$ cat src/rtl/assert_macros.svh
`ifndef ASSERT_MACROS_SVH
`define ASSERT_MACROS_SVH

// clocked check with reset masking
`define CHK_IMPL(label, ante, cons, msg) \
    label: assert property (@(posedge clk) disable iff (!rst_n) (ante) |-> (cons)) \
        else $error(msg);

// consequent checked in the cycle after the antecedent
`define CHK_NEXT(label, ante, cons, msg) \
    label: assert property (@(posedge clk) disable iff (!rst_n) (ante) |=> (cons)) \
        else $error(msg);

`endif

$ cat src/rtl/iplpm_pkg.sv
`timescale 1ns / 1ps
package iplpm_pkg;

    localparam int ENTRIES = 64;
    localparam int IDX_W   = $clog2(ENTRIES);
    localparam int CNT_W   = IDX_W + 1;
    localparam int STAMP_W = 40;
    localparam logic [7:0] FULL_LEN = 8'd128;

    localparam logic [1:0] ACT_ADD    = 2'd0;
    localparam logic [1:0] ACT_DELETE = 2'd1;
    localparam logic [1:0] ACT_LOOKUP = 2'd2;

    localparam logic [1:0] ST_OK       = 2'd0;
    localparam logic [1:0] ST_NOTFOUND = 2'd1;
    localparam logic [1:0] ST_BADLEN   = 2'd2;
    localparam logic [1:0] ST_FULL     = 2'd3;

    typedef struct packed {
        logic start;
        logic step;
        logic commit;
    } cmd_t;

    typedef struct packed {
        logic skip;
        logic last_read;
        logic out_free;
    } stat_t;

    typedef struct packed {
        logic [127:0]       prefix;
        logic [7:0]         len;
        logic [127:0]       gw;
        logic [7:0]         port;
        logic [31:0]        cost;
        logic [STAMP_W-1:0] stamp;
    } row_t;

    function automatic logic [127:0] pfx_mask(input logic [7:0] len);
        return ~({128{1'b1}} >> len);
    endfunction

endpackage

$ cat src/rtl/iplpm_ctrl.sv
`timescale 1ns / 1ps
module iplpm_ctrl (
    input  logic                clk,
    input  logic                rst_n,
    input  logic                s_tvalid,
    output logic                s_tready,
    input  iplpm_pkg::stat_t    stat,
    output iplpm_pkg::cmd_t     cmd
);
    import iplpm_pkg::*;

    localparam logic [1:0] S_IDLE   = 2'd0;
    localparam logic [1:0] S_SCAN   = 2'd1;
    localparam logic [1:0] S_TAIL   = 2'd2;
    localparam logic [1:0] S_COMMIT = 2'd3;

    logic [1:0] state_reg;
    logic [1:0] state_next;

    always_comb
    begin
        state_next = state_reg;
        cmd        = '0;
        s_tready   = 1'b0;
        case (state_reg)
            S_IDLE:
            begin
                s_tready = 1'b1;
                if (s_tvalid)
                begin
                    cmd.start  = 1'b1;
                    state_next = S_SCAN;
                end
            end
            S_SCAN:
            begin
                // rejected items skip the table walk
                if (stat.skip)
                begin
                    state_next = S_COMMIT;
                end
                else
                begin
                    cmd.step = 1'b1;
                    if (stat.last_read)
                    begin
                        state_next = S_TAIL;
                    end
                end
            end
            S_TAIL:
            begin
                state_next = S_COMMIT;
            end
            S_COMMIT:
            begin
                if (stat.out_free)
                begin
                    cmd.commit = 1'b1;
                    state_next = S_IDLE;
                end
            end
            default:
            begin
                state_next = S_IDLE;
            end
        endcase
    end

    always_ff @(posedge clk or negedge rst_n)
    begin
        if (!rst_n)
        begin
            state_reg <= S_IDLE;
        end
        else
        begin
            state_reg <= state_next;
        end
    end

endmodule

$ cat config.mk
export PLATFORM = sky130hd
export DESIGN_NAME = iplpm_ctrl
export DESIGN_NICKNAME = d
export VERILOG_FILES = /design/src/rtl/assert_macros.svh /design/src/rtl/iplpm_pkg.sv /design/src/rtl/iplpm_ctrl.sv
export SDC_FILE = /design/constraint.sdc
export NUM_CORES = 1
export LEC_CHECK = 0
export ABC_AREA = 1
export BUFFER_PORTS_ARGS = -buffer_cell sky130_fd_sc_hd__buf_2
export CORE_AREA = 4 4 41 43
export DETAILED_ROUTE_END_ITERATION = 8
export DIE_AREA = 0 0 45 47
export PLACE_DENSITY = 0.31
export SYNTH_ARGS = -nofsm -noshare
export SYNTH_HDL_FRONTEND = slang
export SYNTH_SLANG_ARGS = --single-unit
$ cat constraint.sdc
create_clock -name clk -period 2.5 [get_ports clk]
set_clock_uncertainty 0.05 [all_clocks]
set_input_delay 0.375 -clock clk [delete_from_list [all_inputs] [get_ports clk]]
set_output_delay 0.375 -clock clk [all_outputs]
set_load 0.005 [all_outputs]
# Word level (Yosys, flattened, before mapping)

Index checks and enable logic that the tools add are counted.
Widths: inputs -> output; s select.

$lt $le $gt $ge: 0
Multipliers: 0
Div/mod/pow operators: 0
Equal/unequal tests: 6
Bitwise operators: 0
Muxes and demuxes: 12
Shifts and indexed selects: 0
Reduce and logical (&&, ||, !) cells: 2
$add $sub $neg: 0

Operators by type and width:

| cell               | number |
|---|---|
| $mux 2             | 4 |
| $pmux 2 s4         | 1 |
| $mux 1             | 7 |
| $eq 2x2->1 const B | 2 |
| $ne 2x2->1 const B | 2 |
| $ne 3x3->1 const B | 1 |
| $reduce_and 3->1   | 1 |
| $eq 2x1->1 const B | 1 |
| $logic_not 2->1    | 1 |

Input bits: 6
Bits in latches: 0
Memories kept: 0
Output and inout bits: 4
Word-level logic and storage cells: 21
Memory bits (writable): 0
Memory bits (read-only): 0
Bits in registers: 2

# Longest topological paths before layout

Word-level depth: 3
Gate-level depth with buffers: 7
Gate-level depth less buffers: 7

# Least setup slack after synthesis

No wires, ideal clock.

Path type: register to output
From: register state_reg[0]
To: output port cmd[2] (netlist name)
Path buffers: 0
Required time: 2075 ps
Arrival time: 784 ps
Slack: 1291 ps
Stages on the path, launching flop included: 5
Cells stage by stage: dfrtp_1 > inv_2 > ha_1 > nand2_1 > inv_1

RTL lines:

| element                  | line             | source |
|---|---|---|
| start: declaration       | iplpm_ctrl.sv:17 | `logic [1:0] state_reg;` |
| start signal: assignment | iplpm_ctrl.sv:78 | `state_reg <= state_next;` |
| end: declaration         | iplpm_ctrl.sv:8  | `output iplpm_pkg::cmd_t cmd` |

==> results by group <==
Run status
  – Status: complete, no violations

Power
  – Clock share of power: 22.6%
  – VDD IR max: 0.344 mV
  – Switching pwr: 0.000136 W
  – Combinational share of power: 54.9%
  – Switching power share of the total: 42.8%
  – P per Cell Area: 1060 nW/µm²
  – Flop pwr share: 22.6%
  – Internal: 0.000181 W
  – Leakage power: 0.204 nW
  – Tot Pwr: 0.000316 W

Setup path
  – CP max-delay cell: dfrtp_1
  – WP data arrival: 1150 ps
  – Buffers & Inverters on Critical Path: 3
  – CP required: 2080 ps
  – Biggest cell delay along the critical path: 410 ps
  – WS Path Type: reg2out
  – Setup crit start kind: flop
  – Crit. End Element: output pin
  – CP top delay family: flip-flops
  – CP Max Fanout: 5
  – CP cell instances: inv_2 -> ha_1 -> nand2_1 -> inv_1 -> buf_2

Placed design
  – DP HPWL: 384 µm
  – Port bufs: 9
  – # placed instances: 57
  – Final Wtd Congestion: 0.714

Layout
  – Final net count: 57
  – Final Non-Filler Cells: 61
  – Max FFs per register: 2
  – Share of cells above drive strength 1: 30.4%
  – # diodes: 0
  – Area grow syn2layout: 47.8%

Detailed routing
  – First drt pass iteration count: 1
  – Wirelength per Cell: 7.69 µm
  – DRC: 0
  – First DRT Iteration DRCs: 0
  – Vias per std cell: 3.64
  – Via count: 222
  – Total wire length: 469 µm
  – Final ANT Viol Nets: 0

Clock network
  – Cts hold-fix bufs: 1
  – Post-CTS sizing: 0
  – CTS tree: built
  – Clock sinks: 2
  – CTS Buffer Depth: 2
  – Clock-pin slew of the registers on the worst-case setup and hold paths: 30 ps
  – Root buf cell: clkbuf_4
  – Post-CTS setup buffer count: 0
  – Num CTS Buffers: 3
  – Htree depth: 1
  – Clk_lat worst skew: 220 ps

Floorplan
  – Ports: 10
  – Die width: 45 µm
  – Die area: 2120 µm²
  – Number of core rows: 13
  – Die Y: 47 µm
  – Core footprint: 1300 µm²
  – Initial Util: 15.5%

Yosys
  – Yosys warnings: 0
  – Syn Area/Cell: 6.10 µm²
  – Count of different cell masters after synthesis: 10
  – Mapped Cells: 33
  – Synth Register Bits: 2
  – Synth Cell Area: 201 µm²
  – Seq/Total Area, Yosys: 24.8%
  – Mapped Nets: 42

Global route
  – Largest net degree at the start of global routing: 6
  – Vias in the first global route: 223
  – Global route overflow: 0
  – Initial antenna violation count: 0
  – All-Layer GR Usage: 5.76%
  – First-pass GRT wire length: 786 µm

Timing
  – Period Utilization, post-route: 62.8%
  – Rel. slew slack: 88.3%
  – Hold_ws: 417 ps
  – Worst-margin pin slew: 175 ps
  – Final hold violations: 0
  – Setup violators final: 0
  – RSZ-0062 raised after global routing: no
  – Fmax achieved: 637 MHz
  – Period minus WS final: 1570 ps
  – Final setup TNS: 0 ps
  – Final Max Slew Viols: 0

Worst hold path
  – Hold WC Path Type: in2async

Job
  – # Max-Cap Violations: 0
cell usage after synthesis:
master | instances | area share (%)
inv_1 | 7 | 13
nand3_1 | 2 | 5.0
inv_2 | 1 | 1.9
a21oi_1 | 1 | 2.5
dfrtp_1 | 2 | 25
nand4_1 | 1 | 3.1
nand2_2 | 1 | 3.1
ha_1 | 3 | 19
nor2_1 | 3 | 5.6
nand2_1 | 12 | 22
cell type report:
class | count | area [µm²]
inverter | 8 | 30.0
multi-input combinational | 23 | 121
sequential | 2 | 50.0
tap | 15 | 18.8
timing repair buffer | 10 | 55.1
fill | 161 | 1000
clock buffer | 3 | 22.5
cells by family after synthesis:
family	Yosys count	share of synthesized area, %
simple gates	19	39.1
compound gates	1	2.48
flops	2	24.8
buf+inv	8	14.9
fa+ha+maj	3	18.6
power groups by stage:
| stage | logic, W | registers [W] | clock network, W |
|---|---|---|---|
| floorplan | 0.000124 | 0.0000681 | 0 |
| global placement | 0.000179 | 0.0000718 | 0 |
| detailed placement | 0.000176 | 0.0000712 | 0 |
| CTS | 0.000177 | 0.0000711 | 0.0000772 |
| global route | 0.000205 | 0.0000729 | 0.0000850 |
| finish | 0.000174 | 0.0000713 | 0.0000713 |
metal layers:
metal	vias up	wire length (µm)	GRT usage [%]
li1	123	-	-
met5	-	0	0
met1	94	181	4.99
met2	5	259	9.32
met4	0	0	7.02
met3	0	28	2.30
metrics by stage:
stage | util [%] | area, µm² | setup WS [ps]
floorplan | - | 201 | 1290
global placement | 20.4 | 265 | 1170
detailed placement | 20.4 | 265 | 1160
CTS | 22.9 | 298 | 913
global route | 22.9 | 298 | 832
finish | 22.9 | 298 | 929
layout by cell type (no fill, tap or decap), drive strengths merged:
cell type,instances
a21oi,1
buf,9
clkbuf,3
dfrtp,2
dlygate4sd3,1
ha,3
inv,8
nand2,13
nand3,2
nand4,1
nor2,3
path summary, 6_finish.rpt:
| kind | startpoint | end | slack (ps) | depth (start not counted) |
|---|---|---|---|---|
| worst min register to register | state_reg[1]$_DFFE_PN0P_ | state_reg[1]$_DFFE_PN0P_ | 480 | 2 |
| worst min-delay path | rst_n | state_reg[0]$_DFFE_PN0P_ | 420 | 2 |
| min in group clk | stat[1] | state_reg[0]$_DFFE_PN0P_ | 440 | 5 |
| max in group asynchronous | rst_n | state_reg[1]$_DFFE_PN0P_ | 1890 | 2 |
| worst max register to register | state_reg[0]$_DFFE_PN0P_ | state_reg[0]$_DFFE_PN0P_ | 1270 | 6 |
| worst max-delay path | state_reg[0]$_DFFE_PN0P_ | cmd[2] | 930 | 5 |
(Power assumes the default switching activity.)
